File: src/rtl/core/tdbp_pkg.sv
// Shared constants, types and helpers for the tape data-bit pulse encoder.
`default_nettype none

package tdbp_pkg;

    // Default depth of one pulse sequence in the table.
    localparam int MAX_PULSES_DEF = 4;

    // Fixed field widths.
    localparam int BYTE_BITS  = 8;
    localparam int NBITS_W    = 4;
    localparam int CNT_W      = 3;
    localparam int SLOT_W     = 2;
    localparam int DUR_W      = 16;
    localparam int CFG_IDX_W  = 2;
    localparam int CFG_DATA_W = 16;

    // Width of the sum used to form a table address before it is trimmed.
    localparam int ADDR_SUM_W = 5;

    // Configuration register indexes.
    typedef enum logic [CFG_IDX_W-1:0] {
        CFG_PULSES_ZERO = 2'd0,
        CFG_PULSES_ONE  = 2'd1,
        CFG_TAIL        = 2'd2,
        CFG_START_LEVEL = 2'd3
    } cfg_idx_t;

    // Request codes of an input beat.
    typedef enum logic {
        REQ_LOAD = 1'b0,
        REQ_DATA = 1'b1
    } req_t;

    // Sequencer states.
    typedef enum logic [1:0] {
        ST_IDLE,
        ST_BITS,
        ST_TAIL
    } seq_state_t;

    // Configuration register contents.
    typedef struct packed {
        logic [CNT_W-1:0] pulses_for_zero;
        logic [CNT_W-1:0] pulses_for_one;
        logic [DUR_W-1:0] tail_duration;
        logic             start_level;
    } cfg_t;

    // Start of a data item, handed from the input port to the sequencer.
    typedef struct packed {
        logic                 go;
        logic [BYTE_BITS-1:0] data_byte;
        logic [NBITS_W-1:0]   valid_bits;
        logic                 first_byte;
        logic                 last_byte;
    } seq_start_t;

    // Pulse attributes that travel alongside a table read.
    typedef struct packed {
        logic level;
        logic is_tail;
        logic last_of_run;
    } pulse_meta_t;

    // Pulse issued by the sequencer; it lands in the output queue in the next cycle.
    typedef struct packed {
        logic        valid;
        pulse_meta_t meta;
    } pulse_push_t;

    // One finished pulse in the output queue.
    typedef struct packed {
        logic [DUR_W-1:0] duration;
        pulse_meta_t      meta;
    } pulse_t;

    // Clamp a configured pulse count to the table depth.
    function automatic logic [CNT_W-1:0] sat_count(input logic [CNT_W-1:0] cnt,
                                                   input int max_p);
        logic [CNT_W-1:0] res;
        res = (int'(cnt) > max_p) ? CNT_W'(max_p) : cnt;
        return res;
    endfunction

    // Table address of a symbol's pulse slot.
    function automatic logic [ADDR_SUM_W-1:0] table_addr(input logic sym,
                                                         input logic [CNT_W-1:0] slot,
                                                         input int max_p);
        logic [ADDR_SUM_W-1:0] res;
        res = (sym ? ADDR_SUM_W'(max_p) : ADDR_SUM_W'(0)) + ADDR_SUM_W'(slot);
        return res;
    endfunction

endpackage

`default_nettype wire

File: src/rtl/core/tdbp_if.sv
// Valid/ready channel interfaces for data beats in and pulse beats out.
`default_nettype none

interface tdbp_in_if
    import tdbp_pkg::*;
();
    logic                 valid;
    logic                 ready;
    logic                 req_type;
    logic                 table_symbol;
    logic [SLOT_W-1:0]    table_slot;
    logic [DUR_W-1:0]     table_duration;
    logic [BYTE_BITS-1:0] data_byte;
    logic [NBITS_W-1:0]   valid_bits;
    logic                 first_byte;
    logic                 last_byte;

    modport source (
        output valid, req_type, table_symbol, table_slot, table_duration,
               data_byte, valid_bits, first_byte, last_byte,
        input  ready
    );

    modport sink (
        input  valid, req_type, table_symbol, table_slot, table_duration,
               data_byte, valid_bits, first_byte, last_byte,
        output ready
    );
endinterface

interface tdbp_out_if
    import tdbp_pkg::*;
();
    logic             valid;
    logic             ready;
    logic [DUR_W-1:0] pulse_duration;
    logic             pulse_level;
    logic             is_tail;
    logic             last_of_run;

    modport source (
        output valid, pulse_duration, pulse_level, is_tail, last_of_run,
        input  ready
    );

    modport sink (
        input  valid, pulse_duration, pulse_level, is_tail, last_of_run,
        output ready
    );
endinterface

`default_nettype wire

File: src/rtl/core/tdbp_ram.sv
// Generic single-write, single-read RAM with a registered read port.
`default_nettype none

module tdbp_ram #(
    parameter int WIDTH = 16,
    parameter int DEPTH = 8,
    localparam int ADDR_W = (DEPTH > 1) ? $clog2(DEPTH) : 1
) (
    input  wire logic              clk,
    input  wire logic              we,
    input  wire logic [ADDR_W-1:0] waddr,
    input  wire logic [WIDTH-1:0]  wdata,
    input  wire logic              re,
    input  wire logic [ADDR_W-1:0] raddr,
    output logic      [WIDTH-1:0]  rdata
);

    logic [WIDTH-1:0] mem [DEPTH];
    logic [WIDTH-1:0] rdata_reg;

    // Write port.
    always_ff @(posedge clk)
    begin
        if (we)
        begin
            mem[waddr] <= wdata;
        end
    end

    // Read port, registered.
    always_ff @(posedge clk)
    begin
        if (re)
        begin
            rdata_reg <= mem[raddr];
        end
    end

    assign rdata = rdata_reg;

endmodule

`default_nettype wire

File: src/rtl/core/tdbp_seq.sv
// Bit and pulse sequencer: walks the byte, reads the pulse table, tracks the level.
`default_nettype none

module tdbp_seq
    import tdbp_pkg::*;
#(
    parameter int MAX_PULSES = MAX_PULSES_DEF,
    localparam int ADDR_W = $clog2(2 * MAX_PULSES)
) (
    input  wire logic              clk,
    input  wire logic              rst_n,
    input  wire cfg_t              cfg,
    input  wire seq_start_t        start,
    input  wire logic              room,
    output logic                   idle,
    output logic                   rd_en,
    output logic      [ADDR_W-1:0] rd_addr,
    output pulse_push_t            push
);

    seq_state_t           state_reg, state_next;
    logic [BYTE_BITS-1:0] bits_reg, bits_next;
    logic [NBITS_W-1:0]   nbits_reg, nbits_next;
    logic [CNT_W-1:0]     pidx_reg, pidx_next;
    logic                 last_reg, last_next;
    logic                 level_reg, level_next;
    logic                 inflight_reg, inflight_next;
    pulse_meta_t          meta_reg, meta_next;

    logic                  bit_now;
    logic [CNT_W-1:0]      cnt_zero;
    logic [CNT_W-1:0]      cnt_one;
    logic [CNT_W-1:0]      cnt_now;
    logic                  bit_has_pulse;
    logic                  last_pulse_of_bit;
    logic                  more_after;
    logic                  issue;
    logic [ADDR_SUM_W-1:0] addr_sum;

    // Pulse counts clamped to the table depth.
    assign cnt_zero      = sat_count(cfg.pulses_for_zero, MAX_PULSES);
    assign cnt_one       = sat_count(cfg.pulses_for_one, MAX_PULSES);
    assign bit_now       = bits_reg[BYTE_BITS-1];
    assign cnt_now       = bit_now ? cnt_one : cnt_zero;
    assign bit_has_pulse = (cnt_now != '0);
    assign last_pulse_of_bit = ((pidx_reg + CNT_W'(1)) == cnt_now);

    // Whether any later bit of this byte still produces a pulse.
    always_comb
    begin
        more_after = 1'b0;
        for (int j = 1; j < BYTE_BITS; j++)
        begin
            if ((NBITS_W'(j) < nbits_reg) &&
                (bits_reg[BYTE_BITS-1-j] ? (cnt_one != '0) : (cnt_zero != '0)))
            begin
                more_after = 1'b1;
            end
        end
    end

    // A pulse is issued when the output queue can take it next cycle.
    always_comb
    begin
        issue = 1'b0;
        if (state_reg == ST_BITS)
        begin
            issue = (nbits_reg != '0) && bit_has_pulse && room;
        end
        else if (state_reg == ST_TAIL)
        begin
            issue = room;
        end
    end

    assign addr_sum = table_addr(bit_now, pidx_reg, MAX_PULSES);
    assign rd_addr  = addr_sum[ADDR_W-1:0];
    assign rd_en    = issue && (state_reg == ST_BITS);
    assign idle     = (state_reg == ST_IDLE);
    assign push     = '{valid: inflight_reg, meta: meta_reg};

    // Next state.
    always_comb
    begin
        state_next = state_reg;
        unique case (state_reg)
            ST_IDLE:
            begin
                if (start.go)
                begin
                    state_next = ST_BITS;
                end
            end
            ST_BITS:
            begin
                if (nbits_reg == '0)
                begin
                    state_next = last_reg ? ST_TAIL : ST_IDLE;
                end
            end
            ST_TAIL:
            begin
                if (room)
                begin
                    state_next = ST_IDLE;
                end
            end
            default:
            begin
                state_next = ST_IDLE;
            end
        endcase
    end

    // Datapath and issued pulse attributes.
    always_comb
    begin
        bits_next     = bits_reg;
        nbits_next    = nbits_reg;
        pidx_next     = pidx_reg;
        last_next     = last_reg;
        level_next    = level_reg;
        inflight_next = issue;
        meta_next     = meta_reg;
        unique case (state_reg)
            ST_IDLE:
            begin
                if (start.go)
                begin
                    bits_next  = start.data_byte;
                    nbits_next = (start.valid_bits > NBITS_W'(BYTE_BITS)) ?
                                 NBITS_W'(BYTE_BITS) : start.valid_bits;
                    pidx_next  = '0;
                    last_next  = start.last_byte;
                    if (start.first_byte)
                    begin
                        level_next = cfg.start_level;
                    end
                end
            end
            ST_BITS:
            begin
                if (nbits_reg != '0)
                begin
                    if (!bit_has_pulse)
                    begin
                        bits_next  = {bits_reg[BYTE_BITS-2:0], 1'b0};
                        nbits_next = nbits_reg - NBITS_W'(1);
                        pidx_next  = '0;
                    end
                    else if (room)
                    begin
                        meta_next.level       = level_reg;
                        meta_next.is_tail     = 1'b0;
                        meta_next.last_of_run = last_pulse_of_bit && !more_after && !last_reg;
                        level_next            = !level_reg;
                        if (last_pulse_of_bit)
                        begin
                            bits_next  = {bits_reg[BYTE_BITS-2:0], 1'b0};
                            nbits_next = nbits_reg - NBITS_W'(1);
                            pidx_next  = '0;
                        end
                        else
                        begin
                            pidx_next = pidx_reg + CNT_W'(1);
                        end
                    end
                end
            end
            ST_TAIL:
            begin
                if (room)
                begin
                    meta_next.level       = level_reg;
                    meta_next.is_tail     = 1'b1;
                    meta_next.last_of_run = 1'b1;
                end
            end
            default:
            begin
                inflight_next = 1'b0;
            end
        endcase
    end

    // Control registers.
    always_ff @(posedge clk or negedge rst_n)
    begin
        if (!rst_n)
        begin
            state_reg    <= ST_IDLE;
            level_reg    <= 1'b0;
            inflight_reg <= 1'b0;
        end
        else
        begin
            state_reg    <= state_next;
            level_reg    <= level_next;
            inflight_reg <= inflight_next;
        end
    end

    // Payload registers.
    always_ff @(posedge clk)
    begin
        bits_reg  <= bits_next;
        nbits_reg <= nbits_next;
        pidx_reg  <= pidx_next;
        last_reg  <= last_next;
        meta_reg  <= meta_next;
    end

    // A first byte reloads the level from the start-level register.
    a_first_level: assert property (@(posedge clk) disable iff (!rst_n)
        (start.go && idle && start.first_byte) |=> (level_reg == $past(cfg.start_level)))
        else $error("level not reloaded on first byte");

    // Table reads happen only while bits are being walked.
    a_read_state: assert property (@(posedge clk) disable iff (!rst_n)
        rd_en |-> (state_reg == ST_BITS))
        else $error("table read outside bit walk");

    // Every data pulse flips the level after it.
    a_toggle: assert property (@(posedge clk) disable iff (!rst_n)
        rd_en |=> (level_reg != $past(level_reg)))
        else $error("level did not toggle after a data pulse");

endmodule

`default_nettype wire

File: src/rtl/core/tdbp_obuf.sv
// Two-entry output queue that joins table read data with pulse attributes.
`default_nettype none

module tdbp_obuf
    import tdbp_pkg::*;
(
    input  wire logic              clk,
    input  wire logic              rst_n,
    input  wire pulse_push_t       push,
    input  wire logic [DUR_W-1:0]  rd_data,
    input  wire logic [DUR_W-1:0]  tail_duration,
    output logic                   room,
    tdbp_out_if.source             pulse_out
);

    pulse_t     entries [2];
    logic       wr_ptr_reg, wr_ptr_next;
    logic       rd_ptr_reg, rd_ptr_next;
    logic [1:0] occ_reg, occ_next;
    logic       pop;
    logic [2:0] used;
    pulse_t     landing;
    pulse_t     head;

    // Pulse landing from the table read, or the tail pulse.
    always_comb
    begin
        landing.meta     = push.meta;
        landing.duration = push.meta.is_tail ? tail_duration : rd_data;
    end

    assign head = entries[rd_ptr_reg];
    assign pop  = pulse_out.valid && pulse_out.ready;

    // Room for a pulse issued now, counting the one still in flight.
    assign used = 3'(occ_reg) + 3'(push.valid);
    assign room = (used < (3'd2 + 3'(pop)));

    // Pointer and fill updates.
    always_comb
    begin
        wr_ptr_next = push.valid ? !wr_ptr_reg : wr_ptr_reg;
        rd_ptr_next = pop ? !rd_ptr_reg : rd_ptr_reg;
        occ_next    = occ_reg + 2'(push.valid) - 2'(pop);
    end

    always_ff @(posedge clk or negedge rst_n)
    begin
        if (!rst_n)
        begin
            wr_ptr_reg <= 1'b0;
            rd_ptr_reg <= 1'b0;
            occ_reg    <= 2'd0;
        end
        else
        begin
            wr_ptr_reg <= wr_ptr_next;
            rd_ptr_reg <= rd_ptr_next;
            occ_reg    <= occ_next;
        end
    end

    // Queue storage.
    always_ff @(posedge clk)
    begin
        if (push.valid)
        begin
            entries[wr_ptr_reg] <= landing;
        end
    end

    assign pulse_out.valid          = (occ_reg != 2'd0);
    assign pulse_out.pulse_duration = head.duration;
    assign pulse_out.pulse_level    = head.meta.level;
    assign pulse_out.is_tail        = head.meta.is_tail;
    assign pulse_out.last_of_run    = head.meta.last_of_run;

    // A pulse never lands in a full queue unless one leaves in the same cycle.
    a_no_overflow: assert property (@(posedge clk) disable iff (!rst_n)
        (push.valid && (occ_reg == 2'd2)) |-> pop)
        else $error("pulse landed in a full output queue");

endmodule

`default_nettype wire

File: src/rtl/core/tape_data_bits_to_pulses.sv
// Top level of the tape data-bit pulse encoder.
// A data item's pulses come from a registered table read through the output queue.
// Throughput: one pulse per cycle while the output queue has room; bits with no
// pulses take a step of their own, and a new item is taken only once the sequencer
// is idle again. Table loads are taken while idle and write straight into the RAM.
// Reset restores level, control and config; data regs and table are not cleared.
`default_nettype none

module tape_data_bits_to_pulses
    import tdbp_pkg::*;
#(
    parameter int MAX_PULSES = MAX_PULSES_DEF
) (
    input  wire logic                  clk,
    input  wire logic                  rst_n,
    tdbp_in_if.sink                    data_in,
    tdbp_out_if.source                 pulse_out,
    input  wire logic                  cfg_we,
    input  wire logic [CFG_IDX_W-1:0]  cfg_index,
    input  wire logic [CFG_DATA_W-1:0] cfg_wdata
);

    localparam int DEPTH  = 2 * MAX_PULSES;
    localparam int ADDR_W = $clog2(DEPTH);

    logic [CNT_W-1:0] pulses_for_zero_reg;
    logic [CNT_W-1:0] pulses_for_one_reg;
    logic [DUR_W-1:0] tail_duration_reg;
    logic             start_level_reg;
    cfg_t             cfg;

    logic                  idle;
    logic                  in_accept;
    logic                  load_we;
    logic [ADDR_SUM_W-1:0] load_sum;
    seq_start_t            start;
    logic                  room;
    logic                  rd_en;
    logic [ADDR_W-1:0]     rd_addr;
    logic [DUR_W-1:0]      rd_data;
    pulse_push_t           push;

    // Configuration registers.
    always_ff @(posedge clk or negedge rst_n)
    begin
        if (!rst_n)
        begin
            pulses_for_zero_reg <= CNT_W'(2);
            pulses_for_one_reg  <= CNT_W'(2);
            tail_duration_reg   <= '0;
            start_level_reg     <= 1'b0;
        end
        else if (cfg_we)
        begin
            unique case (cfg_idx_t'(cfg_index))
                CFG_PULSES_ZERO: pulses_for_zero_reg <= cfg_wdata[CNT_W-1:0];
                CFG_PULSES_ONE:  pulses_for_one_reg  <= cfg_wdata[CNT_W-1:0];
                CFG_TAIL:        tail_duration_reg   <= cfg_wdata[DUR_W-1:0];
                CFG_START_LEVEL: start_level_reg     <= cfg_wdata[0];
                default:         start_level_reg     <= start_level_reg;
            endcase
        end
    end

    assign cfg = '{pulses_for_zero: pulses_for_zero_reg,
                   pulses_for_one:  pulses_for_one_reg,
                   tail_duration:   tail_duration_reg,
                   start_level:     start_level_reg};

    // Input beats are taken while the sequencer is idle.
    assign data_in.ready = idle;
    assign in_accept     = data_in.valid && idle;

    // Table loads write straight into the RAM; slots past the depth are dropped.
    assign load_we  = in_accept && (req_t'(data_in.req_type) == REQ_LOAD) &&
                      (int'(data_in.table_slot) < MAX_PULSES);
    assign load_sum = table_addr(data_in.table_symbol, CNT_W'(data_in.table_slot), MAX_PULSES);

    assign start = '{go:         in_accept && (req_t'(data_in.req_type) == REQ_DATA),
                     data_byte:  data_in.data_byte,
                     valid_bits: data_in.valid_bits,
                     first_byte: data_in.first_byte,
                     last_byte:  data_in.last_byte};

    tdbp_ram #(
        .WIDTH (DUR_W),
        .DEPTH (DEPTH)
    ) u_table (
        .clk   (clk),
        .we    (load_we),
        .waddr (load_sum[ADDR_W-1:0]),
        .wdata (data_in.table_duration),
        .re    (rd_en),
        .raddr (rd_addr),
        .rdata (rd_data)
    );

    tdbp_seq #(
        .MAX_PULSES (MAX_PULSES)
    ) u_seq (
        .clk     (clk),
        .rst_n   (rst_n),
        .cfg     (cfg),
        .start   (start),
        .room    (room),
        .idle    (idle),
        .rd_en   (rd_en),
        .rd_addr (rd_addr),
        .push    (push)
    );

    tdbp_obuf u_obuf (
        .clk           (clk),
        .rst_n         (rst_n),
        .push          (push),
        .rd_data       (rd_data),
        .tail_duration (tail_duration_reg),
        .room          (room),
        .pulse_out     (pulse_out)
    );

endmodule

`default_nettype wire
File: src/flat_wrapper.sv
// flat-port wrapper written by rule: the top's interface ports become plain ports
module tape_data_bits_to_pulses_flat import tdbp_pkg::*;
#(
    parameter int MAX_PULSES = MAX_PULSES_DEF
)
  (clk, rst_n, cfg_we, cfg_index, cfg_wdata, data_in_valid, data_in_req_type, data_in_table_symbol, data_in_table_slot, data_in_table_duration, data_in_data_byte, data_in_valid_bits, data_in_first_byte, data_in_last_byte, data_in_ready, pulse_out_valid, pulse_out_pulse_duration, pulse_out_pulse_level, pulse_out_is_tail, pulse_out_last_of_run, pulse_out_ready);
  tdbp_in_if data_in_i ();
  tdbp_out_if pulse_out_i ();
  input  wire logic clk;
  input  wire logic rst_n;
  input  wire logic cfg_we;
  input  wire logic [CFG_IDX_W-1:0] cfg_index;
  input  wire logic [CFG_DATA_W-1:0] cfg_wdata;
  input wire logic [$bits(data_in_i.valid)-1:0] data_in_valid;
  input wire logic [$bits(data_in_i.req_type)-1:0] data_in_req_type;
  input wire logic [$bits(data_in_i.table_symbol)-1:0] data_in_table_symbol;
  input wire logic [$bits(data_in_i.table_slot)-1:0] data_in_table_slot;
  input wire logic [$bits(data_in_i.table_duration)-1:0] data_in_table_duration;
  input wire logic [$bits(data_in_i.data_byte)-1:0] data_in_data_byte;
  input wire logic [$bits(data_in_i.valid_bits)-1:0] data_in_valid_bits;
  input wire logic [$bits(data_in_i.first_byte)-1:0] data_in_first_byte;
  input wire logic [$bits(data_in_i.last_byte)-1:0] data_in_last_byte;
  output wire logic [$bits(data_in_i.ready)-1:0] data_in_ready;
  output wire logic [$bits(pulse_out_i.valid)-1:0] pulse_out_valid;
  output wire logic [$bits(pulse_out_i.pulse_duration)-1:0] pulse_out_pulse_duration;
  output wire logic [$bits(pulse_out_i.pulse_level)-1:0] pulse_out_pulse_level;
  output wire logic [$bits(pulse_out_i.is_tail)-1:0] pulse_out_is_tail;
  output wire logic [$bits(pulse_out_i.last_of_run)-1:0] pulse_out_last_of_run;
  input wire logic [$bits(pulse_out_i.ready)-1:0] pulse_out_ready;
  assign data_in_i.valid = data_in_valid;
  assign data_in_i.req_type = data_in_req_type;
  assign data_in_i.table_symbol = data_in_table_symbol;
  assign data_in_i.table_slot = data_in_table_slot;
  assign data_in_i.table_duration = data_in_table_duration;
  assign data_in_i.data_byte = data_in_data_byte;
  assign data_in_i.valid_bits = data_in_valid_bits;
  assign data_in_i.first_byte = data_in_first_byte;
  assign data_in_i.last_byte = data_in_last_byte;
  assign data_in_ready = data_in_i.ready;
  assign pulse_out_valid = pulse_out_i.valid;
  assign pulse_out_pulse_duration = pulse_out_i.pulse_duration;
  assign pulse_out_pulse_level = pulse_out_i.pulse_level;
  assign pulse_out_is_tail = pulse_out_i.is_tail;
  assign pulse_out_last_of_run = pulse_out_i.last_of_run;
  assign pulse_out_i.ready = pulse_out_ready;
  tape_data_bits_to_pulses #(.MAX_PULSES(MAX_PULSES)) u_core (.clk(clk), .rst_n(rst_n), .data_in(data_in_i), .pulse_out(pulse_out_i), .cfg_we(cfg_we), .cfg_index(cfg_index), .cfg_wdata(cfg_wdata));
endmodule
File: config.mk
export PLATFORM = sky130hd
export DESIGN_NAME = tape_data_bits_to_pulses_flat
export DESIGN_NICKNAME = d
export VERILOG_FILES = /design/src/rtl/core/tdbp_pkg.sv /design/src/rtl/core/tdbp_if.sv /design/src/rtl/core/tdbp_ram.sv /design/src/rtl/core/tdbp_seq.sv /design/src/rtl/core/tdbp_obuf.sv /design/src/rtl/core/tape_data_bits_to_pulses.sv /design/src/flat_wrapper.sv
export SDC_FILE = /design/constraint.sdc
export NUM_CORES = 1
export LEC_CHECK = 0
export BUFFER_PORTS_ARGS = -buffer_cell sky130_fd_sc_hd__buf_4
export CAP_MARGIN = 20
export CORE_ASPECT_RATIO = 2
export CORE_MARGIN = 2
export CORE_UTILIZATION = 64
export DETAILED_ROUTE_END_ITERATION = 10
export HOLD_SLACK_MARGIN = 0.15
export PLACE_DENSITY = 0.88
export SLEW_MARGIN = 20
export SYNTH_ARGS = -nofsm -noshare
export SYNTH_HDL_FRONTEND = slang
export SYNTH_HIERARCHICAL = 1
export SYNTH_SLANG_ARGS = --single-unit
File: constraint.sdc
create_clock -name clk -period 6.8 [get_ports clk]
set_clock_uncertainty 0.1 [all_clocks]
set_input_delay 0.34 -clock clk [delete_from_list [all_inputs] [get_ports clk]]
set_output_delay 0.34 -clock clk [all_outputs]
set_load 0.02 [all_outputs]
# Yosys cells after proc, flatten, opt, wreduce, memory -nomap -nowiden

Memories as Yosys holds them, arrays and structs flattened. A register that Yosys moved wholly into a read port is not among the register bits.
Index checks and enable logic that the tools add are counted.

Add/subtract/negate cells: 8
$lt $le $gt $ge: 11
Equal/unequal tests: 15
Mux-type cells: 62
Bitwise operators: 1
Reductions and logical operators: 42

Operators with widths:

| operator                                                                     | count |
|---|---|
| 3-bit 2-to-1 mux                                                             | 14 |
| 8-bit 2-to-1 mux                                                             | 5 |
| 1-bit 2-to-1 mux                                                             | 26 |
| 4-bit 2-to-1 mux                                                             | 6 |
| 1-bit logical AND                                                            | 16 |
| 3-bit by 4-bit less-than comparator with 1-bit output (first input constant) | 4 |
| 16-bit 2-to-1 mux                                                            | 1 |
| 8-bit one-hot mux with 2 select lines                                        | 1 |
| 3-bit one-hot mux with 2 select lines                                        | 2 |
| 2-bit != test (second input constant)                                        | 5 |
| 2-bit AND reduction                                                          | 5 |
| 5-bit AND reduction                                                          | 2 |
| 3-bit nonzero test                                                           | 3 |
| 2-bit by 4-bit less-than comparator with 1-bit output (first input constant) | 2 |
| 2-bit 2-to-1 mux                                                             | 4 |
| 4-bit one-hot mux with 2 select lines                                        | 1 |
| 2-bit equality test (second input constant)                                  | 3 |
| 3-bit > comparator (second input constant)                                   | 2 |
| 3-bit != test (second input constant)                                        | 2 |
| 2-bit one-hot mux with 3 select lines                                        | 1 |
| 6-bit AND reduction                                                          | 1 |
| 2-bit nonzero test                                                           | 3 |
| 1-bit logical NOT                                                            | 5 |
| 2-bit by 1-bit equality test with 1-bit output (second input constant)       | 2 |
| 21 further kinds                                                             | 23 |

Register bits: 50
Bits in writable memories: 166
Output and inout bits: 21
Word-level logic and storage cells: 158
Memories kept: 2

Memories:

| memory                | words | bits a word | read ports | clocked after memory_dff | write ports | line            | source |
|---|---|---|---|---|---|---|---|
| u_core.u_table.mem    | 8     | 16          | 1          | 1                        | 1           | tdbp_ram.sv:18  | `logic [WIDTH-1:0] mem [DEPTH];` |
| u_core.u_obuf.entries | 2     | 19          | 1          | 0                        | 1           | tdbp_obuf.sv:16 | `pulse_t entries [2];` |

# Logic depth before layout (Yosys ltp)

Gate-level depths: netlist (run 1).

Depth after elaboration: 19
Gate-level depth with buffers: 8

# By module

Netlist (run 1), hierarchy kept.

Modules (own cells, without submodules):

| module                   | instances | cells each | area each (sq um) |
|---|---|---|---|
| tdbp_ram                 | 1         | 214        | 5454.0 |
| tdbp_obuf                | 1         | 98         | 1851.8 |
| tdbp_seq                 | 1         | 146        | 1383.8 |
| tape_data_bits_to_pulses | 1         | 54         | 944.7 |

# Worst setup path before layout (run 1)

OpenSTA, ideal clock, no wires.

Path kind: reg2reg
Start point: reg u_core.u_seq.state_reg[1]
End point: mem u_core.u_table.mem[0][0], enable pin
Data arrival time: 2.245 ns
Data required time: 6.291 ns
Slack: 4.046 ns
Cell stages (with the launch flop): 6
Clock period less this slack: 2.754 ns
Cells stage by stage: dfrtp_1 -> nor2_1 -> nand2_1 -> nor2_1 -> nand2b_1 -> nor3_1

Longest elaborated chain between the ends: 5

RTL lines:

| what                                   | line                           | source |
|---|---|---|
| start: declaration                     | tdbp_seq.sv:21                 | `seq_state_t state_reg, state_next;` |
| start signal: assignment               | tdbp_seq.sv:197                | `state_reg <= state_next;` |
| 2-bit logical NOT                      | tdbp_seq.sv:79                 | `assign idle = (state_reg == ST_IDLE);` |
| named net data_in_ready                | flat_wrapper.sv:23             | `output wire logic [$bits(data_in_i.ready)-1:0] data_in_ready;` |
| 1-bit logical AND                      | tape_data_bits_to_pulses.sv:72 | `assign in_accept = data_in.valid && idle;` |
| 1-bit logical AND                      | tape_data_bits_to_pulses.sv:75 | `assign load_we = in_accept && (req_t'(data_in.req_type) == REQ_LOAD) &&` |
| named net u_core.load_we               | tape_data_bits_to_pulses.sv:34 | `logic load_we;` |
| 1-bit 2-to-1 mux                       | tdbp_ram.sv:24                 | `if (we)` |
| 1-bit 2-to-1 mux (implied by the code) | tdbp_ram.sv:26                 | `mem[waddr] <= wdata;` |
| end: declaration                       | tdbp_ram.sv:18                 |  |

The timed path passes the listed nets, and every way through them passes these cells.

# Worst setup path after layout (run 1)

Start point: reg u_core.u_seq.pidx_reg[1]
End point: reg u_core.u_seq.nbits_reg[1], enable pin

Longest elaborated chain between the ends: 4

RTL lines:

| what                                   | line            | source |
|---|---|---|
| start: declaration                     | tdbp_seq.sv:24  | `logic [CNT_W-1:0] pidx_reg, pidx_next;` |
| start signal: assignment               | tdbp_seq.sv:208 | `pidx_reg <= pidx_next;` |
| 3-bit by 1-bit adder with 3-bit output | tdbp_seq.sv:46  | `assign last_pulse_of_bit = ((pidx_reg + CNT_W'(1)) == cnt_now);` |
| 3-bit equality test                    | tdbp_seq.sv:46  |  |
| 3-bit != test (no source line)         | -               |  |
| 5-bit AND reduction (no source line)   | -               |  |
| end signal: assignment                 | tdbp_seq.sv:207 | `nbits_reg <= nbits_next;` |
| end: declaration                       | tdbp_seq.sv:23  | `logic [NBITS_W-1:0] nbits_reg, nbits_next;` |

Every way passes these cells.
A chain may end at the register's enable or synchronous reset.

==> results of run 1 <==
[kinds of logic (layout without fill, tap and decap cells)]
family | count (synthesis) | in the layout | synth area share (%)
AO/OA/AOI/OAI | 35 | 35 | 2.364
adder cells (fa/ha/maj) | 9 | 9 | 1.169
XOR/XNOR | 11 | 11 | 1.000
AND/OR/NAND/NOR | 85 | 85 | 4.416
buffers and inverters | 33 | 171 | 2.221
flip-flops | 232 | 232 | 70.73
multiplexers | 107 | 107 | 18.10
[timing repair]
item | 4_1_cts | 5_1_grt
setup buffers | 0 | 0
endpoints found under the hold margin | 195 | 0
hold buffers | 47 | 0
[critical path: cells and delay by family, from the launching register on]
kind | cells | cell delay, ns
flip-flops | 1 | 0.90
AO/OA/AOI/OAI | 2 | 0.68
XOR/XNOR | 2 | 0.33
adder cells (fa/ha/maj) | 1 | 0.30
AND/OR/NAND/NOR | 1 | 0.13
[layer usage]
metal | up-vias | global-route usage, %
li1 | 2260 | -
met1 | 2455 | 25.64
met3 | 47 | 3.057
met5 | - | 0
met2 | 157 | 44.96
met4 | 0 | 9.423
[layout make-up]
| cell class | count | area (µm²) | share of cell area [%] |
|---|---|---|---|
| sequential | 232 | 6814 | 59.45 |
| multi-input combinational | 247 | 2663 | 23.23 |
| timing repair buffer | 127 | 1071 | 9.344 |
| clock buffer | 27 | 546.8 | 4.770 |
| tap | 195 | 244.0 | 2.129 |
| clock inverter | 6 | 82.58 | 0.7204 |
| inverter | 11 | 41.29 | 0.3602 |
[synthesized netlist by cell type, drive strengths merged (2+ instances only)]
cell type,count,area [µm²]
nand3b,6,57.56
nand2,32,120.1
a21oi,6,30.03
and2,4,25.02
clkbuf,5,20.01
nor2,19,73.82
nor2b,3,18.77
o22ai,3,18.77
nor3,5,25.02
o21ai,12,60.05
or2,2,12.51
edfxtp,201,6036
dfrtp,29,725.7
inv,11,41.29
dfstp,2,52.55
o21a,2,15.01
xnor2,9,78.83
nand2b,6,37.54
mux2,74,908.4
buf,17,152.6
nor3b,3,27.52
mux4,32,825.8
xor2,2,17.52
a31oi,3,18.77
nand3,3,15.01
ha,9,112.6
[worst max path at each step]
stage                                end  slack (ns)  cells after the start
2_1_floorplan   u_core/u_table/mem[0][0]        4.05                      5
3_3_place_gp    u_core/u_seq/bits_reg[2]        4.14                      6
3_5_place_dp    u_core/u_seq/bits_reg[2]        4.03                      6
4_1_cts        u_core/u_seq/nbits_reg[1]        4.01                      6
5_1_grt        u_core/u_seq/nbits_reg[1]        3.86                      6
6_report       u_core/u_seq/nbits_reg[1]        4.01                      6
[power by group through the flow]
| stage | clock network [mW] | registers [mW] | logic (mW) |
|---|---|---|---|
| global placement | 0 | 2.12 | 1.32 |
| finish | 1.10 | 2.11 | 1.43 |
| detailed placement | 0 | 2.14 | 1.37 |
| global route | 1.17 | 2.14 | 1.53 |
| floorplan | 0 | 2.01 | 1.13 |
| CTS | 1.12 | 2.11 | 1.42 |
==> impl_metrics.env, run 1 <==
export IMPL_status="completed"
export IMPL_overflow=0
export IMPL_utilization_pct=77.76
export IMPL_crit_top_cell="xnor2_1"
export IMPL_cts_sinks=232
export IMPL_final_setup_tns_ns=0
export IMPL_fmax_ghz=0.3581
export IMPL_switchingPower_mw=1.376
export IMPL_grt_pass1_vias=5357
export IMPL_hold_class="input port to register"
export IMPL_via_per_inst=5.821
export IMPL_num_vias=4919
export IMPL_start_util_pct=65.36
export IMPL_htreeDepth=1
export IMPL_path_cells="ha_1 > xnor2_1 > xnor2_1 > nand3_1 > a21oi_1 > o21a_1"
export IMPL_synth_edf_count=201
export IMPL_r2r_start="u_core/u_seq/pidx_reg[1]"
export IMPL_cts_buffers_inserted=19
export IMPL_setup_viol=0
export IMPL_portBuffers=77
export IMPL_clkTransAtPathRegs_ns=0.07
export IMPL_synthCells=512
export IMPL_nets=704
export IMPL_die_x_um=90.76
export IMPL_setup_ws_ns=4.008
export IMPL_finalPower_mw=4.639
export IMPL_die_area_um2=16110
export IMPL_die_h_um=177.5
export IMPL_drive_above_1_share_pct=30.31
export IMPL_place_congestion=0.8336
export IMPL_r2r_end="u_core/u_seq/nbits_reg[1]"
export IMPL_crit_fanout=17
export IMPL_stdcell_count=845
export IMPL_p_leak_nw=4.237
export IMPL_endpoint_kind="register"
export IMPL_clkPwrFrac_pct=23.7
export IMPL_startpoint="u_core/u_seq/pidx_reg[1]"
export IMPL_yosys_warnings=6
export IMPL_hold_path_startpoint="cfg_index[1]"
export IMPL_min_period_ns=2.792
export IMPL_seqPwrFrac_pct=45.6
export IMPL_ys_ff_latch=232
export IMPL_max_slew_margin_pct=24.96
export IMPL_fin_crit_sh_pct=41.07
export IMPL_largest_reg_flops=128
export IMPL_holdPathEnd="u_core/pulses_for_zero_reg[0]"
export IMPL_max_flop_register="u_core/u_table/mem"
export IMPL_reg2reg_slack_ns=4.01
export IMPL_syn_nets=578
export IMPL_io_pins=78
export IMPL_avgSynthCellArea_um2=18.82
export IMPL_worst_setup_path_start_kind="register"
export IMPL_p_per_area_nw_per_um2=404.8
export IMPL_wl_per_cell_um=21.67
export IMPL_synth_area_um2=9634
export IMPL_hold_ws_ns=0.1751
export IMPL_path_class="register to register"
export IMPL_yosysSeqAreaShare_pct=70.73
export IMPL_final_cell_mix="edfxtp_1, buf_4, dlygate4sd3_1, mux2_2, nand2_1"
export IMPL_grt_pass1_wl_um=28280
export IMPL_routedLengthMet1_um=6406
export IMPL_final_common_cell="edfxtp_1"
export IMPL_antenna_found_initial=0
export IMPL_insertion_delay_ns=0.48
export IMPL_antennaDiodeCount=0
export IMPL_ir_drop_uv=256.0
export IMPL_synth_main_ff_cell="edfxtp_1"
export IMPL_async_flop_share_pct=13.36
export IMPL_top_layer="met4"
export IMPL_drtIter0Drc=285
export IMPL_wl_met3_um=735
export IMPL_place_hpwl_um=11420
export IMPL_num_rows=63
export IMPL_switching_share_pct=29.65
export IMPL_cap_violations=0
export IMPL_grt_usage_pct=23.35
export IMPL_hold_violations=0
export IMPL_final_area_um2=11460
export IMPL_dpl_worst_slack_ns=4.026
export IMPL_first_pass_iters=4
export IMPL_max_stage_delay_ns=0.90
export IMPL_rr_worst_depth=6
export IMPL_worstHoldPathCells=3
export IMPL_area_delta_synth_final_pct=18.97
export IMPL_rsz0062_at_grt="false"
export IMPL_core_area_um2=14740
export IMPL_reg_top3="u_core/u_table/mem: 128 flops, u_core/u_obuf/entries: 38 flops"
export IMPL_routed_wl_um=18310
export IMPL_placed_cell_area_um2=10360
export IMPL_cts_tree="yes"
export IMPL_clockBufferDepth=3
export IMPL_place_inst=765
export IMPL_tightestPinTransition_ns=1.124
export IMPL_critical_path_required_ns=6.82
export IMPL_slew_viol_final=0
export IMPL_cts_root_buf="clkbuf_16"
export IMPL_slowest_stage="edfxtp_1"
export IMPL_critPathArrivalTime_ns=2.82
export IMPL_pwr_share_comb_pct=30.7
export IMPL_power_internal_mw=3.264
export IMPL_grt_max_degree=36
export IMPL_drc=0
export IMPL_wl_met2_um=10570
export IMPL_nFillCells=764
export IMPL_ant_nets=0
export IMPL_cts_resized=0
export IMPL_synth_cell_type_count=50
No activity file was read; power rests on OpenSTA's default activity.
==> run 2, diff against run 1 <==
--- a/config.mk
+++ b/config.mk
@@ -9,10 +9,10 @@
 export CAP_MARGIN = 20
 export CORE_ASPECT_RATIO = 2
 export CORE_MARGIN = 2
-export CORE_UTILIZATION = 64
+export CORE_UTILIZATION = 54
 export DETAILED_ROUTE_END_ITERATION = 10
 export HOLD_SLACK_MARGIN = 0.15
-export PLACE_DENSITY = 0.88
+export PLACE_DENSITY = 0.8
 export SLEW_MARGIN = 20
 export SYNTH_ARGS = -nofsm -noshare
 export SYNTH_HDL_FRONTEND = slang
==> constraint.sdc (replaced) <==
create_clock -name clk -period 2.3 [get_ports clk]
set_clock_uncertainty 0.1 [all_clocks]
set_input_delay 0.115 -clock clk [delete_from_list [all_inputs] [get_ports clk]]
set_output_delay 0.115 -clock clk [all_outputs]
set_load 0.02 [all_outputs]
==> run 2 against run 1 <==
  * Register-to-register slack lost 3.9 ns
  * Global-route usage shrank 3.8 points
  * Critical path depth grew 1
  * Flip-flop and latch count is the same
  * Critical path type unchanged
==> impl_metrics.env, run 2 (synthesis gave the netlist of run 1 again) <==
export IMPL_status="completed"
export IMPL_grt_pass1_vias=5433
export IMPL_max_flop_register="u_core/u_table/mem"
export IMPL_die_h_um=192.9
export IMPL_ir_drop_uv=993.8
export IMPL_drc=0
export IMPL_clockBufferDepth=3
export IMPL_pwr_share_comb_pct=35.0
export IMPL_grt_pass1_wl_um=28530
export IMPL_switchingPower_mw=4.071
export IMPL_place_congestion=0.8485
export IMPL_crit_buf_inv=0
export IMPL_worstHoldPathCells=2
export IMPL_insertion_delay_ns=0.50
export IMPL_cp_top_family="compound AO/OA/AOI/OAI gates"
export IMPL_hold_violations=0
export IMPL_max_slew_margin_pct=61.62
export IMPL_start_util_pct=54.70
export IMPL_max_stage_delay_ns=0.41
export IMPL_path_class="register to register"
export IMPL_min_period_ns=2.242
export IMPL_r2r_end="u_core/u_seq/bits_reg[1]"
export IMPL_use_met3_pct=2.680
export IMPL_slew_viol_final=0
export IMPL_p_per_area_nw_per_um2=1146
export IMPL_antennaDiodeCount=0
export IMPL_first_pass_iters=5
export IMPL_antenna_found_initial=0
export IMPL_rr_worst_depth=7
export IMPL_p_leak_nw=4.444
export IMPL_hold_class="input port to register"
export IMPL_worst_setup_path_start_kind="register"
export IMPL_cts_tree="yes"
export IMPL_crit_fanout=6
export IMPL_place_hpwl_um=10750
export IMPL_grt_use_met1_pct=23.23
export IMPL_tightestPinTransition_ns=0.5757
export IMPL_power_internal_mw=9.604
export IMPL_rsz0062_at_grt="true"
export IMPL_htreeDepth=1
export IMPL_die_area_um2=18990
export IMPL_clkTransAtPathRegs_ns=0.07
export IMPL_cap_violations=0
export IMPL_cts_root_buf="clkbuf_16"
export IMPL_cts_sinks=232
export IMPL_ant_nets=0
export IMPL_overflow=0
export IMPL_seqPwrFrac_pct=43.9
export IMPL_via_per_inst=5.580
export IMPL_r2r_start="u_core/u_obuf/occ_reg[0]"
export IMPL_grt_usage_pct=19.59
export IMPL_reg2reg_slack_ns=0.06
export IMPL_drive_above_1_share_pct=30.32
export IMPL_die_x_um=98.45
export IMPL_grt_busiest_layer="met2"
export IMPL_drtIter0Drc=252
export IMPL_final_common_cell="edfxtp_1"
export IMPL_setup_viol=0
export IMPL_hold_path_startpoint="data_in_last_byte"
export IMPL_fin_crit_sh_pct=97.46
export IMPL_clkPwrFrac_pct=21.1
export IMPL_final_cell_mix="edfxtp_1, buf_4, dlygate4sd3_1, mux2_2, nand2_1"
export IMPL_portBuffers=77
export IMPL_critPathArrivalTime_ns=2.34
export IMPL_cts_buffers_inserted=19
export IMPL_switching_share_pct=29.77
export IMPL_io_pins=78
export IMPL_critical_path_required_ns=2.40
export IMPL_wl_per_cell_um=19.83
export IMPL_path_cells="ha_1 > ha_1 > or2_2 > o22ai_2 > nor2_1 > a21oi_2 > o21a_4"
export IMPL_endpoint_kind="register"
export IMPL_fmax_ghz=0.4461
export IMPL_holdPathEnd="u_core/u_seq/last_reg"
export IMPL_final_setup_tns_ns=0
export IMPL_finalPower_mw=13.67
export IMPL_area_delta_synth_final_pct=23.81
export IMPL_core_area_um2=17610
export IMPL_reg_top3="u_core/u_table/mem: 128 flops, u_core/u_obuf/entries: 38 flops"
export IMPL_routed_wl_um=18030
export IMPL_slowest_stage="dfrtp_1"
export IMPL_crit_top_cell="ha_1"
export IMPL_num_rows=69
export IMPL_grt_max_degree=35
export IMPL_largest_reg_flops=128
export IMPL_num_vias=5072
export IMPL_met2_usage_pct=36.53
export IMPL_nets=750
export IMPL_hold_ws_ns=0.2459
## run 2: changes by cell type in the layout (fill, tap and decap cells not counted), moves of 5 or more
cell	previous run	this run
buf_12	0	11
nor2_2	7	1
buf_4	80	90
dlygate4sd3_1	47	71
clkinv_1	0	7
nor2_1	12	17
## run 2: what timing repair did
item,4_1_cts,5_1_grt
pin swaps,0,0
buffers inserted,0,0
hold endpoints to repair,300,0
hold buffers,72,0
gates resized for setup,2,4
gates cloned,0,1
endpoints found under the setup margin,28,15
## run 2: power groups by stage
stage	clock network [mW]	logic (mW)	registers, mW
floorplan	0	3.38	5.95
global placement	0	4.35	6.03
detailed placement	0	4.49	6.08
CTS	2.94	4.73	6.00
global route	3.10	5.15	6.08
finish	2.88	4.79	6.00
## run 2: metal layers
metal / share of wire (%) / wire length [µm]
met5: 0 / 0
met4: 2.5 / 451
met3: 4.7 / 853
met2: 53 / 9620
met1: 39 / 7100
## run 2: worst max path at each step
stage / startpoint / endpoint / slack (ns) / cells after the start
after floorplan: u_core/u_seq/state_reg[1] / u_core/u_table/mem[1][0] / -0.03 / 5
after global placement: u_core/u_obuf/occ_reg[0] / u_core/u_seq/nbits_reg[1] / 0.03 / 7
after detailed placement: u_core/u_obuf/occ_reg[0] / u_core/u_seq/nbits_reg[3] / -0.06 / 7
after CTS: u_core/u_obuf/occ_reg[0] / u_core/u_seq/bits_reg[4] / 0.07 / 7
after global routing: u_core/u_seq/bits_reg[7] / u_core/u_seq/push[0] / -0.01 / 6
final: u_core/u_obuf/occ_reg[0] / u_core/u_seq/bits_reg[1] / 0.06 / 7
## run 2: cell type report
| cell class | count | area (µm²) |
|---|---|---|
| Clock inverter | 10 | 45.04 |
| Inverter | 11 | 41.29 |
| Fill cell | 1105 | 5684 |
| Multi-Input combinational cell | 248 | 2664 |
| Clock buffer | 23 | 490.5 |
| Tap cell | 213 | 266.5 |
| Timing Repair Buffer | 172 | 1607 |
| Sequential cell | 232 | 6814 |
## run 2: per-stage QoR
step / util (%) / instance area (µm²) / setup slack (ns) / instances
after floorplan: - / 9653 / -0.02760 / 512
after global placement: 60.36 / 10630 / 0.02837 / 803
after detailed placement: 60.36 / 10630 / -0.06135 / 803
after CTS: 67.62 / 11910 / 0.07393 / 908
after global routing: 67.73 / 11930 / -0.01330 / 909
final: 67.73 / 11930 / 0.05837 / 909
==> run 3, diff against run 2 <==
--- a/config.mk
+++ b/config.mk
@@ -11,8 +11,10 @@
 export CORE_MARGIN = 2
 export CORE_UTILIZATION = 54
 export DETAILED_ROUTE_END_ITERATION = 10
+export GPL_ROUTABILITY_DRIVEN = 1
 export HOLD_SLACK_MARGIN = 0.15
 export PLACE_DENSITY = 0.8
+export RECOVER_POWER = 50
 export SLEW_MARGIN = 20
 export SYNTH_ARGS = -nofsm -noshare
 export SYNTH_HDL_FRONTEND = slang
==> run 3 against run 2 <==
  * Hold slack better by 0.018 ns
  * Sequential share of layout area rose by 0.73 points
  * Non-clock buffer count did not move
  * Flip-flop and latch count unchanged
  * First-iteration DRC count fell by 8.3%
  * Sequential power about the same
  * Critical path depth unchanged
  * Cell area decreased by 1.3%
  * Fmax about the same
  * Routed wire length fell by 0.19%
  * Cell count stayed put
==> impl_metrics.env, run 3 (synthesis gave the netlist of run 1 again) <==
export IMPL_num_rows=69
export IMPL_hold_violations=0
export IMPL_via_per_inst=5.565
export IMPL_cap_violations=0
export IMPL_die_area_um2=18990
export IMPL_io_pins=78
export IMPL_drc=0
export IMPL_cts_sinks=232
export IMPL_p_per_area_nw_per_um2=1147
export IMPL_cts_tree="yes"
export IMPL_insertion_delay_ns=0.50
export IMPL_die_x_um=98.45
export IMPL_placed_cell_area_um2=10630
export IMPL_core_area_um2=17610
export IMPL_cts_root_buf="clkbuf_16"
export IMPL_worstHoldPathCells=2
export IMPL_min_period_ns=2.242
export IMPL_reg2reg_slack_ns=0.06
export IMPL_grt_pass1_vias=5433
export IMPL_max_flop_register="u_core/u_table/mem"
export IMPL_fin_crit_sh_pct=97.49
export IMPL_final_cell_mix="edfxtp_1, dlygate4sd3_1, buf_4, mux2_2, nand2_1"
export IMPL_max_stage_delay_ns=0.41
export IMPL_r2r_start="u_core/u_obuf/occ_reg[0]"
export IMPL_grt_max_degree=35
export IMPL_antennaDiodeCount=0
export IMPL_clkTransAtPathRegs_ns=0.07
export IMPL_hold_class="input port to register"
export IMPL_max_slew_margin_pct=30.57
export IMPL_ir_drop_uv=978.5
export IMPL_routed_wl_um=17990
export IMPL_clkPwrFrac_pct=21.3
export IMPL_slew_viol_final=0
export IMPL_crit_top_cell="ha_1"
export IMPL_pwr_share_comb_pct=34.3
export IMPL_rsz0062_at_grt="true"
export IMPL_cp_top_family="compound AO/OA/AOI/OAI gates"
export IMPL_grt_pass1_wl_um=28530
export IMPL_die_h_um=192.9
export IMPL_switchingPower_mw=4.043
export IMPL_num_vias=5059
export IMPL_finalPower_mw=13.50
export IMPL_worst_setup_path_start_kind="register"
export IMPL_startpoint="u_core/u_obuf/occ_reg[0]"
export IMPL_rr_worst_depth=7
export IMPL_place_congestion=0.8485
export IMPL_critPathArrivalTime_ns=2.34
export IMPL_crit_fanout=6
export IMPL_ant_nets=0
export IMPL_cts_buffers_inserted=19
export IMPL_area_delta_synth_final_pct=22.25
export IMPL_first_pass_iters=4
export IMPL_grt_usage_pct=19.59
export IMPL_place_hpwl_um=10750
export IMPL_p_leak_nw=4.304
export IMPL_clockBufferDepth=3
export IMPL_largest_reg_flops=128
export IMPL_seqPwrFrac_pct=44.4
export IMPL_htreeDepth=1
export IMPL_hold_path_startpoint="data_in_last_byte"
export IMPL_path_cells="ha_1 > ha_1 > or2_2 > o22ai_2 > nor2_1 > a21oi_2 > o21a_4"
export IMPL_portBuffers=77
export IMPL_final_common_cell="edfxtp_1"
export IMPL_path_class="register to register"
export IMPL_slowest_stage="dfrtp_1"
export IMPL_switching_share_pct=29.94
export IMPL_antenna_found_initial=0
export IMPL_tightestPinTransition_ns=1.041
export IMPL_final_area_um2=11780
export IMPL_nFillCells=1153
export IMPL_drtIter0Drc=231
export IMPL_reg_top3="u_core/u_table/mem: 128 flops, u_core/u_obuf/entries: 38 flops"
export IMPL_setup_viol=0
export IMPL_status="completed"
export IMPL_overflow=0
export IMPL_r2r_end="u_core/u_seq/bits_reg[5]"
export IMPL_drive_above_1_share_pct=24.43
export IMPL_wl_per_cell_um=19.79
export IMPL_endpoint_kind="register"
export IMPL_holdPathEnd="u_core/u_seq/last_reg"
export IMPL_start_util_pct=54.70
export IMPL_critical_path_required_ns=2.40
export IMPL_power_internal_mw=9.461
export IMPL_crit_buf_inv=0
export IMPL_fmax_ghz=0.4460
export IMPL_nets=750
[run 3: cell count changes in the layout (fill, tap and decap cells not counted), moves of 2 or more]
cell / change
buf_4: -23
clkbuf_2: +2
clkbuf_1: +21
mux2_2: -6
mux2_1: +19
mux2_4: -13
[run 3: timing repair]
| action | CTS | global route |
|---|---|---|
| endpoints found under the setup margin | 28 | 15 |
| endpoints found under the hold margin | 300 | 0 |
| cloned | 0 | 1 |
| resized for setup | 2 | 4 |
| buffers inserted | 0 | 0 |
| hold buffers | 72 | 0 |
[run 3: worst register-to-register path: stages (launching register included)]
cell	delay [ns]
dfrtp_1	0.41
ha_1	0.21
ha_1	0.21
or2_2	0.32
o22ai_2	0.19
nor2_1	0.11
a21oi_2	0.19
o21a_4	0.21
[run 3: layer usage]
layer  vias up  GRT usage (%)  part of all wire (%)
li1       2354              -                     -
met1      2523          23.23                    39
met2       148          36.53                    54
met3        34          2.680                   4.5
met4         0          6.375                   2.4
met5         -              0                     0
[run 3: power groups by stage]
stage          sequential [mW]  clock, mW  combinational (mW)
6_report                  6.00       2.88                4.63
5_1_grt                   6.07       3.10                5.00
4_1_cts                   6.00       2.94                4.73
3_5_place_dp              6.08          0                4.49
3_3_place_gp              6.03          0                4.35
2_1_floorplan             5.95          0                3.38
[run 3: area by class of cell]
type                       count  area [µm²]  share of cell area (%)
multi-input combinational    248        2610                   22.16
clock buffer                  23       490.5                   4.164
timing repair buffer         172        1510                   12.82
clock inverter                10       45.04                  0.3825
inverter                      11       41.29                  0.3506
tap                          213       266.5                   2.263
sequential                   232        6814                   57.86
[run 3: per-stage QoR]
stage | TNS [ns] | setup slack (ns) | util [%] | hold slack (ns) | std cells
after global placement | 0 | 0.02837 | 60.36 | -0.03317 | 803
final | 0 | 0.05773 | 66.87 | 0.2644 | 909
after CTS | 0 | 0.07393 | 67.62 | 0.2364 | 908
after detailed placement | -0.7321 | -0.06135 | 60.36 | -0.02781 | 803
after floorplan | -2.015 | -0.02760 | - | -0.2806 | 512
after global routing | -0.01330 | -0.01330 | 66.87 | 0.2781 | 909
[run 3: worst max path at each step]
stage                                 to  cells after the start
2_1_floorplan   u_core/u_table/mem[1][0]                      5
3_3_place_gp   u_core/u_seq/nbits_reg[1]                      7
3_5_place_dp   u_core/u_seq/nbits_reg[3]                      7
4_1_cts         u_core/u_seq/bits_reg[4]                      7
5_1_grt             u_core/u_seq/push[0]                      6
6_report        u_core/u_seq/bits_reg[5]                      7
